### src/sv/assert_macros.svh
// Assertion helpers used by the top-level RTL file.
`ifndef ASSERT_MACROS_SVH
`define ASSERT_MACROS_SVH

// Property checked at every clock edge outside reset.
`define GPC_ASSERT(lbl, clk, rstn, prop, msg) \
    lbl: assert property (@(posedge clk) disable iff (!(rstn)) (prop)) else $error(msg);

// Consequent must hold in the cycle after the antecedent.
`define GPC_ASSERT_NEXT(lbl, clk, rstn, ante, cons, msg) \
    lbl: assert property (@(posedge clk) disable iff (!(rstn)) (ante) |=> (cons)) \
        else $error(msg);

`endif

### src/sv/gpc_pkg.sv
package gpc_pkg;

    localparam int MAX_N     = 65536;
    localparam int MIN_N     = 4;
    localparam int ADDR_W    = $clog2(MAX_N + 1);
    localparam int J_W       = ADDR_W + 1;
    localparam int QRY_W     = 17;
    localparam int CNT_W     = 15;
    localparam int S_TDATA_W = 24;
    localparam int M_TDATA_W = 16;

    localparam logic [CNT_W-1:0] COUNT_MAX = {CNT_W{1'b1}};

    typedef struct packed {
        logic              wr_en;
        logic [ADDR_W-1:0] wr_addr;
        logic              wr_data;
        logic [ADDR_W-1:0] rd_a_addr;
        logic [ADDR_W-1:0] rd_b_addr;
    } mem_req_t;

    typedef struct packed {
        logic rd_a_data;
        logic rd_b_data;
    } mem_rsp_t;

    typedef struct packed {
        logic             start;
        logic             take;
        logic [QRY_W-1:0] query;
    } seq_ctrl_t;

    typedef struct packed {
        logic             idle;
        logic             done;
        logic [CNT_W-1:0] count;
    } seq_stat_t;

endpackage

### src/sv/gpc_seq.sv
module gpc_seq (
    input  logic               aclk,
    input  logic               aresetn,
    input  gpc_pkg::seq_ctrl_t ctrl,
    output gpc_pkg::seq_stat_t stat,
    output gpc_pkg::mem_req_t  req,
    input  gpc_pkg::mem_rsp_t  rsp
);

    localparam logic [3:0] S_IDLE  = 4'd0;
    localparam logic [3:0] S_CLR   = 4'd1;
    localparam logic [3:0] S_RD    = 4'd2;
    localparam logic [3:0] S_CHK   = 4'd3;
    localparam logic [3:0] S_MARK  = 4'd4;
    localparam logic [3:0] S_ADV   = 4'd5;
    localparam logic [3:0] S_QSET  = 4'd6;
    localparam logic [3:0] S_QRY   = 4'd7;
    localparam logic [3:0] S_DRAIN = 4'd8;
    localparam logic [3:0] S_DONE  = 4'd9;

    localparam logic [gpc_pkg::ADDR_W-1:0] LAST_ADDR = gpc_pkg::ADDR_W'(gpc_pkg::MAX_N);
    localparam logic [gpc_pkg::ADDR_W-1:0] HALF_ADDR = gpc_pkg::ADDR_W'(gpc_pkg::MAX_N / 2);
    localparam logic [gpc_pkg::ADDR_W-1:0] FIRST_P   = gpc_pkg::ADDR_W'(2);

    logic [3:0]                   state_reg, state_next;
    logic                         ready_reg, ready_next;
    logic                         pend_reg;
    logic                         n_ok_reg, n_ok_next;
    logic [gpc_pkg::ADDR_W-1:0]   n_reg, n_next;
    logic [gpc_pkg::ADDR_W-1:0]   idx_reg, idx_next;
    logic [gpc_pkg::ADDR_W-1:0]   q_reg, q_next;
    logic [gpc_pkg::J_W-1:0]      j_reg, j_next;
    logic [gpc_pkg::CNT_W-1:0]    cnt_reg, cnt_next;

    // shared index adder
    logic [gpc_pkg::J_W-1:0]      add_a, add_b, add_s;
    logic [gpc_pkg::ADDR_W-1:0]   dec_a, dec_b, dec_s;

    always_comb begin
        if (state_reg == S_MARK) begin
            add_a = j_reg;
            add_b = gpc_pkg::J_W'(idx_reg);
        end else begin
            add_a = gpc_pkg::J_W'(idx_reg);
            add_b = gpc_pkg::J_W'(1);
        end
        add_s = add_a + add_b;
        if (state_reg == S_QSET) begin
            dec_a = n_reg;
            dec_b = FIRST_P;
        end else begin
            dec_a = q_reg;
            dec_b = gpc_pkg::ADDR_W'(1);
        end
        dec_s = dec_a - dec_b;
    end

    always_comb begin
        state_next = state_reg;
        ready_next = ready_reg;
        n_ok_next  = n_ok_reg;
        n_next     = n_reg;
        idx_next   = idx_reg;
        q_next     = q_reg;
        j_next     = j_reg;
        cnt_next   = cnt_reg;

        req.wr_en     = 1'b0;
        req.wr_addr   = idx_reg;
        req.wr_data   = 1'b0;
        req.rd_a_addr = idx_reg;
        req.rd_b_addr = q_reg;

        if (pend_reg && !rsp.rd_a_data && !rsp.rd_b_data && cnt_reg != gpc_pkg::COUNT_MAX) begin
            cnt_next = cnt_reg + gpc_pkg::CNT_W'(1);
        end

        case (state_reg)
            S_IDLE: begin
                if (ctrl.start) begin
                    n_next    = gpc_pkg::ADDR_W'(ctrl.query);
                    n_ok_next = (32'(ctrl.query) >= gpc_pkg::MIN_N) &&
                                (32'(ctrl.query) <= gpc_pkg::MAX_N);
                    cnt_next  = '0;
                    if (ready_reg) begin
                        state_next = S_QSET;
                    end else begin
                        idx_next   = '0;
                        state_next = S_CLR;
                    end
                end
            end
            S_CLR: begin
                req.wr_en   = 1'b1;
                req.wr_addr = idx_reg;
                req.wr_data = (idx_reg < FIRST_P);
                if (idx_reg == LAST_ADDR) begin
                    idx_next   = FIRST_P;
                    state_next = S_RD;
                end else begin
                    idx_next = add_s[gpc_pkg::ADDR_W-1:0];
                end
            end
            S_RD: begin
                state_next = S_CHK;
            end
            S_CHK: begin
                if (!rsp.rd_a_data) begin
                    j_next     = gpc_pkg::J_W'(idx_reg) << 1;
                    state_next = S_MARK;
                end else begin
                    state_next = S_ADV;
                end
            end
            S_MARK: begin
                req.wr_en   = 1'b1;
                req.wr_addr = j_reg[gpc_pkg::ADDR_W-1:0];
                req.wr_data = 1'b1;
                j_next      = add_s;
                if (32'(add_s) > gpc_pkg::MAX_N) begin
                    state_next = S_ADV;
                end
            end
            S_ADV: begin
                if (idx_reg == HALF_ADDR) begin
                    ready_next = 1'b1;
                    state_next = S_QSET;
                end else begin
                    idx_next   = add_s[gpc_pkg::ADDR_W-1:0];
                    state_next = S_RD;
                end
            end
            S_QSET: begin
                if (n_ok_reg) begin
                    idx_next   = FIRST_P;
                    q_next     = dec_s;
                    state_next = S_QRY;
                end else begin
                    state_next = S_DONE;
                end
            end
            S_QRY: begin
                if (idx_reg == (n_reg >> 1)) begin
                    state_next = S_DRAIN;
                end else begin
                    idx_next = add_s[gpc_pkg::ADDR_W-1:0];
                    q_next   = dec_s;
                end
            end
            S_DRAIN: begin
                state_next = S_DONE;
            end
            S_DONE: begin
                if (ctrl.take) begin
                    state_next = S_IDLE;
                end
            end
            default: begin
                state_next = S_IDLE;
            end
        endcase
    end

    always_ff @(posedge aclk) begin
        if (!aresetn) begin
            state_reg <= S_IDLE;
            ready_reg <= 1'b0;
            pend_reg  <= 1'b0;
        end else begin
            state_reg <= state_next;
            ready_reg <= ready_next;
            pend_reg  <= (state_reg == S_QRY);
        end
    end

    always_ff @(posedge aclk) begin
        n_ok_reg <= n_ok_next;
        n_reg    <= n_next;
        idx_reg  <= idx_next;
        q_reg    <= q_next;
        j_reg    <= j_next;
        cnt_reg  <= cnt_next;
    end

    assign stat.idle  = (state_reg == S_IDLE);
    assign stat.done  = (state_reg == S_DONE);
    assign stat.count = cnt_reg;

endmodule

### config.mk
export PLATFORM = sky130hd
export DESIGN_NAME = gpc_seq
export DESIGN_NICKNAME = d
export VERILOG_FILES = /design/src/sv/assert_macros.svh /design/src/sv/gpc_pkg.sv /design/src/sv/gpc_seq.sv
export SDC_FILE = /design/constraint.sdc
export NUM_CORES = 1
export LEC_CHECK = 0
export ABC_AREA = 1
export BUFFER_PORTS_ARGS = -buffer_cell sky130_fd_sc_hd__buf_2
export CORE_ASPECT_RATIO = 0.8
export CORE_MARGIN = 2
export CORE_UTILIZATION = 54
export CTS_BUF_LIST = sky130_fd_sc_hd__clkbuf_4 sky130_fd_sc_hd__clkbuf_8
export DETAILED_ROUTE_END_ITERATION = 16
export PLACE_DENSITY = 0.9
export SYNTH_ARGS = -nofsm -noshare
export SYNTH_HDL_FRONTEND = slang
export SYNTH_SLANG_ARGS = --single-unit
### constraint.sdc
create_clock -name aclk -period 3.1 [get_ports aclk]
set_clock_uncertainty 0.2 [all_clocks]
set_input_delay 0.62 -clock aclk [delete_from_list [all_inputs] [get_ports aclk]]
set_output_delay 0.62 -clock aclk [all_outputs]
set_load 0.02 [all_outputs]
==> out/metrics.cfg, run 1 <==
[run_status]
status = finished, violations left
failed_checks = setup timing

[sta]
fin_ws_ns = -0.290
relSlewSlack_pct = 42.9
timing.fmax_mhz = 295
tightestPinTransition_ns = 0.856
rsz0062_at_grt = yes
hold_viol = 0
setup_tns_ns = -1.13
post-route-period-util_pct = 109
whs_ns = 0.236
drv_slew = 0
setup_viol = 7
finalCriticalPeriod_ns = 3.39

[placement]
placed_cells_incl_taps = 1086
dpl.hpwl_um = 13500
place_ws_ns = -0.200
io_buffers = 92
gp_congestion = 0.986

[logic_synthesis]
avgSynthCellArea_um2 = 7.59
ys_seq_area_share_pct = 41.6
synth_most_common_cell = nand2_1
ys_ff_latch = 91
syn-num-nets = 844
ys_warn_count = 0
synth_area_um2 = 6070
synth_cells = 800
synth_top_area_share_pct = 34.6
synth_edf_count = 70
synthDistinctLibCells = 51
async_flop_share_pct = 0
synth_common_cells = 219 x nand2_1, 121 x inv_1, 94 x nor2_1
ys.flop_type = edfxtp_1
ys_top_cells_by_area = edfxtp_1 35%, nand2_1 14%, inv_1 7.5%
synth_top_cell_by_area = edfxtp_1

[cells_and_area]
diodes = 0
fillers = 683
nets = 1023
fin_cells = 1128
drive_gt1_share_pct = 38.0
largest_reg_flops = 18
syn_to_final_growth_pct = 38.3

[global_routing]
grt_max_degree = 25
antenna_found_initial = 0
grt_pass1_wl_um = 28100
grtUsageMet1_pct = 42.7
grt_pass1_vias = 5664
grt_use_total_pct = 30.0
overflow = 0
grt.met2_usage_pct = 46.2
met3_usage_pct = 6.42
top_usage_layer = met2

[critical_path]
end_kind = register
critical_path_arrival_ns = 3.51
regToRegSetupSlack_ns = -0.29
r2r_cells = 25
crit_required_ns = 3.22
crit_end = state_reg[0]
worstSetupPathType = register to register
cp_common_cell = nand2_1
timing.rr.start = state_reg[2]
path_delay_family = simple AND/OR/NAND/NOR gates
cp.buffers_inverters = 6
cp-startpoint = state_reg[2]
critPathMaxStageDelay_ns = 0.35
worst_setup_path_start_kind = register
crit_slowest_cell = dfxtp_2
cp.depth = 25
crit_fanout = 10
regToRegEndpoint = state_reg[0]

[floorplan]
die_area_um2 = 12100
die_h_um = 98.8
chipWidth_um = 123
fp-row-count = 34
core-area_um2 = 10900
io_pins = 93
start_util_pct = 55.5

[detailed_routing]
wl_per_cell_um = 19.3
via_count = 6743
drt_iter0_drc = 974
drtPass1Iterations = 7
drc = 0
ant_nets = 0
via_per_inst = 5.98
routed_wl_um = 21800

[hold_path]
holdCritPathClass = input port to register
min-delay-start = ctrl[8]

[clocking]
clock_latency_ns = 0.38
numCtsBuffers = 9
clock_sinks = 91
h-tree-depth = 3
cts-root-buf = clkbuf_8
cts_tree = built
path_clk_slew_ns = 0.10
clk_path_buf_depth = 2
holdBufCountCts = 0

[power_and_ir_drop]
total_power_w = 0.00922
power_density_nw_per_um2 = 1100
p_leak_nw = 3.86
ir_worst_vdd_v = 0.000578

[job]
maxCapViolCount = 0

[logic make-up after synthesis]
kind of cell / Yosys count / synth area share [%]
flops: 91 / 41.6
mux: 5 / 1.24
xor+xnor: 28 / 4.04
simple gates: 432 / 31.3
fa+ha+maj: 21 / 4.45
compound gates: 86 / 8.45
buf+inv: 137 / 8.95
[worst register-to-register path, stage by stage, from the launching register on]
cell	delay, ns
dfxtp_2	0.35
inv_2	0.05
nor2_4	0.12
inv_2	0.06
nor2_4	0.15
buf_6	0.15
buf_12	0.11
clkbuf_16	0.16
nand2_1	0.10
nand2_2	0.10
ha_4	0.22
nand2_2	0.11
inv_2	0.06
nand2_1	0.09
nand2_1	0.11
a21oi_2	0.17
nand3_1	0.11
nand2_1	0.14
nand2_1	0.08
nor2_2	0.12
nand3_1	0.10
nand2_2	0.09
nand2_4	0.09
nand3_1	0.12
nand2_1	0.08
nor2_1	0.09
[routing by layer]
| metal | up-vias | part of all wire [%] |
|---|---|---|
| met4 | 0 | 5.5 |
| li1 | 2988 | - |
| met2 | 524 | 46 |
| met3 | 132 | 12 |
| met5 | - | 0 |
| met1 | 3099 | 37 |
[worst min path at each step]
stage	slack, ns	endpoint	cells after the start
6_report	0.24	n_reg[8]	1
5_1_grt	0.23	n_reg[8]	1
4_1_cts	0.23	n_reg[8]	1
3_5_place_dp	0.30	cnt_reg[10]	2
3_3_place_gp	0.29	cnt_reg[14]	2
2_1_floorplan	0.27	ready_reg	2
[placed cells by master, fill, tap and decap left out, types with 9 or more instances in the layout]
cell / n
a21oi_1: 15
buf_4: 72
nand2_1: 146
nand3_1: 37
nor2_1: 70
nand2_4: 20
buf_2: 92
dfxtp_1: 20
nor2_4: 15
nand2_2: 60
nor2_2: 15
nand4_1: 14
nor3_1: 14
o21ai_0: 28
inv_2: 10
xor2_1: 12
xnor2_1: 13
clkbuf_8: 9
inv_1: 112
ha_4: 15
edfxtp_1: 70
a21oi_2: 9
[final cells by class]
class                   count  area (um2)  share of cell area [%]
well taps                 144         180                    2.15
inverters                 126         480                    5.72
clock inverters             7        67.6                   0.805
repair buffers            179        1260                    15.1
flip-flops and latches     91        2520                    30.1
multi-input cells         572        3750                    44.7
clock buffers               9         124                    1.48
[per-stage QoR]
step                      utilization, %  instance area (um2)
after global routing                76.8                 8390
after global placement              65.4                 7150
final                               76.8                 8390
after detailed placement            65.4                 7150
after CTS                           69.2                 7570
after floorplan                        -                 6110
[power breakdown]
part	leakage [nW]	internal, W	switching, W
Clock	0.0947	0.000370	0.000455
Combinational	2.94	0.00248	0.00381
Sequential	0.828	0.00178	0.000324
[repair_timing]
item                                    in CTS  in global routing
pin swaps                                    9                 52
resized for setup                           43                148
buffers inserted                             5                 17
endpoints found under the setup margin       5                  8
cloned                                       0                  4
Note: power is estimated with default switching activity, not from simulation.
==> run 2, diff against run 1 <==
Settings changed: CORE_UTILIZATION 54 to 43, CTS_BUF_LIST sky130_fd_sc_hd__clkbuf_4 sky130_fd_sc_hd__clkbuf_8 to sky130_fd_sc_hd__clkbuf_2 sky130_fd_sc_hd__clkbuf_4 sky130_fd_sc_hd__clkbuf_8, PLACE_DENSITY 0.9 to 0.77, SLEW_MARGIN set to 20.
==> run 2 against run 1 <==
  * The run still ends with setup timing left
  * Critical path type unchanged
  * First-iteration DRC count decreased by 46%
  * Cell area decreased by 6.8%
  * Critical path depth decreased by 3
  * Final cell count increased by 1.2%
  * Sequential power decreased by 2%
  * Via count decreased by 11%
  * Register-to-register slack improved by 0.23 ns
  * Maximum frequency increased by 7.1%
  * Largest power group unchanged
==> out/metrics.cfg, run 2 (same netlist as run 1, synthesis figures left out) <==
[critical_path]
crit_fanout = 7
critPathMaxStageDelay_ns = 0.34
r2r_cells = 22
timing.rr.start = state_reg[2]
worstSetupPathType = register to register
crit_slowest_cell = dfxtp_2
crit_chain = inv_2 > nor2_4 > inv_2 > nor2_4 > clkinv_4 > buf_12 > nand2_1 > nand2_1 > ha_4 > nand2_1 > buf_4 > nor2_2 > nand3_2 > nand3_2 > nand4_1 > nand2_2 > xor2_2 > nand2_2 > nand2_4 > nand3_2 > nand2_2 > nor2_2
regToRegEndpoint = state_reg[2]
regToRegSetupSlack_ns = -0.06
worst_setup_path_start_kind = register
crit_required_ns = 3.17
end_kind = register
critical_path_arrival_ns = 3.23

[detailed_routing]
via_per_inst = 5.25
drt_iter0_drc = 527
via_count = 5990
routed_wl_um = 18000
drtPass1Iterations = 5
ant_nets = 0
drc = 0
wl_per_cell_um = 15.7

[cells_and_area]
final_cell_mix = 199 x nand2_1, 118 x inv_1, 92 x buf_2, 76 x nor2_1, 70 x edfxtp_1
final_common_cell = nand2_1
fin_cells = 1141
final_area_um2 = 7830
drive_gt1_share_pct = 29.4
syn_to_final_growth_pct = 29.0
nets = 999
largest_reg_flops = 18

[clocking]
clock_latency_ns = 0.37
clk_path_buf_depth = 2
cts-root-buf = clkbuf_8
path_clk_slew_ns = 0.09
clock_sinks = 91
cts_tree = built
holdBufCountCts = 0
numCtsBuffers = 9
h-tree-depth = 3

[floorplan]
fp-row-count = 38
core-area_um2 = 13700
start_util_pct = 44.3
die_h_um = 110
io_pins = 93
chipWidth_um = 137
die_area_um2 = 15100

[sta]
setup_tns_ns = -0.221
fin_ws_ns = -0.0646
drv_slew = 0
relSlewSlack_pct = 55.1
timing.fmax_mhz = 316
tightestPinTransition_ns = 0.673
finalCriticalPeriod_ns = 3.16
setup_viol = 4
rsz0062_at_grt = yes
post-route-period-util_pct = 102
hold_viol = 0

[global_routing]
grt_max_degree = 22
grt_use_total_pct = 23.2
antenna_found_initial = 1
overflow = 0
grt_pass1_vias = 5334
grt_pass1_wl_um = 26800

[placement]
io_buffers = 92
dpl.hpwl_um = 13600
gp_congestion = 0.981
place_area_um2 = 7160
placed_cells_incl_taps = 1115

[job]
maxCapViolCount = 0

[hold_path]
min_delay_path_depth = 1
holdCritPathClass = input port to register
hold_path_end = n_reg[0]
min-delay-start = ctrl[0]

[power_and_ir_drop]
p_leak_nw = 3.65
power_density_nw_per_um2 = 1010
ir_worst_vdd_v = 0.000620

[run_status]
failed_checks = setup timing
status = finished, violations left

run 2: cell count changes in the layout (fill, tap and decap cells not counted), sizes merged:
cell      change
clkinvlp      +2
clkinv        -2
inv           +1
clkbuf        -2
bufinv        -1
diode         +1
buf          -22
run 2: layer usage:
layer	wire length, um	GRT usage (%)	vias up	part of all wire, %
li1	-	-	2936	-
met2	8080	36.1	241	45
met4	386	7.07	0	2.1
met1	8160	32.6	2777	45
met3	1330	4.76	36	7.4
met5	0	0	-	0
run 2: timing repair:
item                       4_1_cts  5_1_grt
gates cloned                     0        2
buffers inserted                 2        6
setup endpoints to repair        6       10
hold endpoints to repair         0        0
pin swaps                        7       25
resized for setup               20       65
run 2: critical path: cells and delay by family, from the launching register on:
kind,cells,cell delay [ns]
XOR/XNOR,1,0.18
adder cells (fa/ha/maj),1,0.30
buffers and inverters,5,0.52
flip-flops,1,0.34
AND/OR/NAND/NOR,15,1.53
run 2: worst max path at each step:
stage	startpoint	to	slack, ns	cells past startpoint
floorplan	state_reg[2]	state_reg[1]	0.009	20
global route	state_reg[2]	state_reg[0]	-0.27	24
detailed placement	state_reg[2]	state_reg[1]	-0.18	22
CTS	state_reg[2]	state_reg[1]	0.006	22
finish	state_reg[2]	state_reg[2]	-0.06	22
global placement	state_reg[2]	state_reg[1]	-0.12	24
run 2: power by group:
| part | switching, W | internal, W |
|---|---|---|
| logic | 0.00313 | 0.00198 |
| registers | 0.000285 | 0.00178 |
| clock network | 0.000464 | 0.000294 |
| total | 0.00388 | 0.00406 |
run 2: final cells by class:
type | instances | area, um2
tap | 180 | 225
clock inverter | 7 | 50.0
clock buffer | 9 | 124
timing repair buffer | 155 | 1010
fill | 1253 | 5870
inverter | 126 | 480
antenna | 1 | 2.50
sequential | 91 | 2520
multi-input combinational | 572 | 3410
run 2: metrics by stage:
stage	setup slack (ns)	utilization (%)	hold WS (ns)	power (W)
finish	-0.0646	57.2	0.241	0.00794
global route	-0.273	57.1	0.228	0.00845
CTS	0.00618	54.4	0.231	0.00736
detailed placement	-0.179	52.3	0.288	0.00644
global placement	-0.121	52.3	0.291	0.00641
floorplan	0.00905	-	0.268	0.00463
==> run 3, diff against run 2 <==
Settings changed: CTS_BUF_LIST sky130_fd_sc_hd__clkbuf_2 sky130_fd_sc_hd__clkbuf_4 sky130_fd_sc_hd__clkbuf_8 to unset.
==> run 3 against run 2 <==
  * The flow still finishes with violations (setup timing)
  * Sequential power about the same
  * Critical path depth unchanged
  * Final cell count up 0.18%
  * Routed wire length up 0.27%
  * Clock power up 39%
  * Clock-buffer cell count unchanged
  * Maximum frequency down 0.20%
  * Hold slack better by 0.023 ns
==> out/metrics.cfg, run 3 (same netlist as run 1, synthesis figures left out) <==
[critical_path]
crit_slowest_cell = dfxtp_2
cp.depth = 22
regToRegEndpoint = state_reg[2]
critical_path_arrival_ns = 3.22
crit_chain = inv_2 > nor2_4 > inv_2 > nor2_4 > clkinv_4 > buf_12 > buf_12 > nor2_4 > ha_4 > buf_4 > nand2_1 > nand2_1 > a21oi_2 > nand3_2 > nand4_1 > nand2_2 > xor2_2 > nand2_2 > nand2_4 > nand3_2 > nand2_2 > nor2_2
crit_fanout = 18
cp-startpoint = state_reg[2]
r2r_cells = 22
regToRegSetupSlack_ns = -0.07
timing.rr.start = state_reg[2]
path_delay_family = simple AND/OR/NAND/NOR gates
critPathMaxStageDelay_ns = 0.33
crit_end = state_reg[2]
worstSetupPathType = register to register
worst_setup_path_start_kind = register
end_kind = register
crit_required_ns = 3.14
cp.buffers_inverters = 6

[placement]
dpl.hpwl_um = 13600
place_ws_ns = -0.179
io_buffers = 92
gp_congestion = 0.981

[clocking]
cts_tree = built
numCtsBuffers = 9
holdBufCountCts = 0
h-tree-depth = 3
clk_path_buf_depth = 2
cts-root-buf = clkbuf_16
clock_latency_ns = 0.35
path_clk_slew_ns = 0.07
clock_sinks = 91

[sta]
hold_viol = 0
finalCriticalPeriod_ns = 3.17
drv_slew = 0
whs_ns = 0.264
rsz0062_at_grt = yes
relSlewSlack_pct = 55.6
tightestPinTransition_ns = 0.666
setup_viol = 6
timing.fmax_mhz = 315
post-route-period-util_pct = 102
fin_ws_ns = -0.0708

[global_routing]
overflow = 0
antenna_found_initial = 1
grt_pass1_vias = 5422
grt_max_degree = 22
grt_use_total_pct = 23.4
grt_pass1_wl_um = 27100

[run_status]
failed_checks = setup timing
status = finished, violations left

[floorplan]
start_util_pct = 44.3
io_pins = 93
fp-row-count = 38
core-area_um2 = 13700
die_h_um = 110
die_area_um2 = 15100
chipWidth_um = 137

[power_and_ir_drop]
total_power_w = 0.00826
clkPwrFrac_pct = 12.7
p_comb_share_pct = 62.2
p_seq_share_pct = 25.0
power_switching_w = 0.00392
p_int_w = 0.00434
p_leak_nw = 3.69
netSwitchingFraction_pct = 47.4
ir_worst_vdd_v = 0.000632
power_density_nw_per_um2 = 1040

[cells_and_area]
final_cell_mix = 194 x nand2_1, 118 x inv_1, 92 x buf_2, 76 x nor2_1, 70 x edfxtp_1
final_common_cell = nand2_1
final_util_pct = 58.0
nets = 1001
syn_to_final_growth_pct = 30.8
largest_reg_flops = 18
drive_gt1_share_pct = 29.6

[hold_path]
holdCritPathClass = input port to register

[detailed_routing]
wl_per_cell_um = 15.8
routed_wl_um = 18000
ant_nets = 0
via_per_inst = 5.29
drt_iter0_drc = 542
drtPass1Iterations = 6
drc = 0
via_count = 6052

[job]
maxCapViolCount = 0

run 3: changes by cell type in the layout (fill, tap and decap cells not counted), moves of 2 or more:
cell | previous run | this run
nand2_1 | 199 | 194
clkbuf_16 | 2 | 11
o21ai_1 | 4 | 6
o21ai_2 | 9 | 7
clkbuf_8 | 9 | 0
nand2_2 | 23 | 28
buf_4 | 57 | 59
run 3: worst min-delay path by stage:
stage                           start           to  slack [ns]  cells after the start
after detailed placement  cnt_reg[14]  cnt_reg[14]        0.29                      2
final                         ctrl[0]     n_reg[0]        0.26                      1
after global routing          ctrl[0]     n_reg[0]        0.26                      1
after global placement    cnt_reg[10]  cnt_reg[10]        0.29                      2
after CTS                     ctrl[0]     n_reg[0]        0.26                      1
after floorplan             ready_reg    ready_reg        0.27                      2
run 3: worst register-to-register path: stages, from the launching register on:
cell and delay, ns:
dfxtp_2 0.33, inv_2 0.04, nor2_4 0.10, inv_2 0.05, nor2_4 0.15, clkinv_4 0.13
buf_12 0.18, buf_12 0.13, nor2_4 0.11, ha_4 0.22, buf_4 0.14, nand2_1 0.05
nand2_1 0.10, a21oi_2 0.23, nand3_2 0.11, nand4_1 0.10, nand2_2 0.07, xor2_2 0.18
nand2_2 0.09, nand2_4 0.13, nand3_2 0.08, nand2_2 0.11, nor2_2 0.03
run 3: per-stage QoR:
| stage | std cells | setup TNS, ns | instance area, um2 |
|---|---|---|---|
| global route | 1142 | -1.47 | 7940 |
| CTS | 1135 | 0 | 7600 |
| finish | 1143 | -0.306 | 7940 |
| detailed placement | 1115 | -0.688 | 7160 |
| global placement | 1115 | -0.380 | 7160 |
| floorplan | 800 | 0 | 6110 |
run 3: routing by layer:
metal	wire length [um]	track usage, %
met1	8090	32.6
met2	8090	36.6
met3	1390	4.80
met4	449	7.81
met5	0	0
run 3: area by class of cell:
class | count | area, um2
fillers | 1224 | 5760
multi-input cells | 572 | 3410
flip-flops and latches | 91 | 2520
repair buffers | 157 | 1020
inverters | 126 | 480
clock buffers | 9 | 225
well taps | 180 | 225
clock inverters | 7 | 50.0
diodes | 1 | 2.50
run 3: power by group through the flow:
stage	Combinational (W)	Sequential, W	Clock [W]
after floorplan	0.00250	0.00214	0
after detailed placement	0.00437	0.00208	0
after global placement	0.00434	0.00206	0
final	0.00514	0.00207	0.00105
after global routing	0.00556	0.00209	0.00111
after CTS	0.00460	0.00205	0.00107
run 3: what timing repair did:
item	CTS	global route
cloned	0	2
gates resized for setup	25	61
setup endpoints to repair	6	9
buffers inserted	4	5
pin swaps	10	24
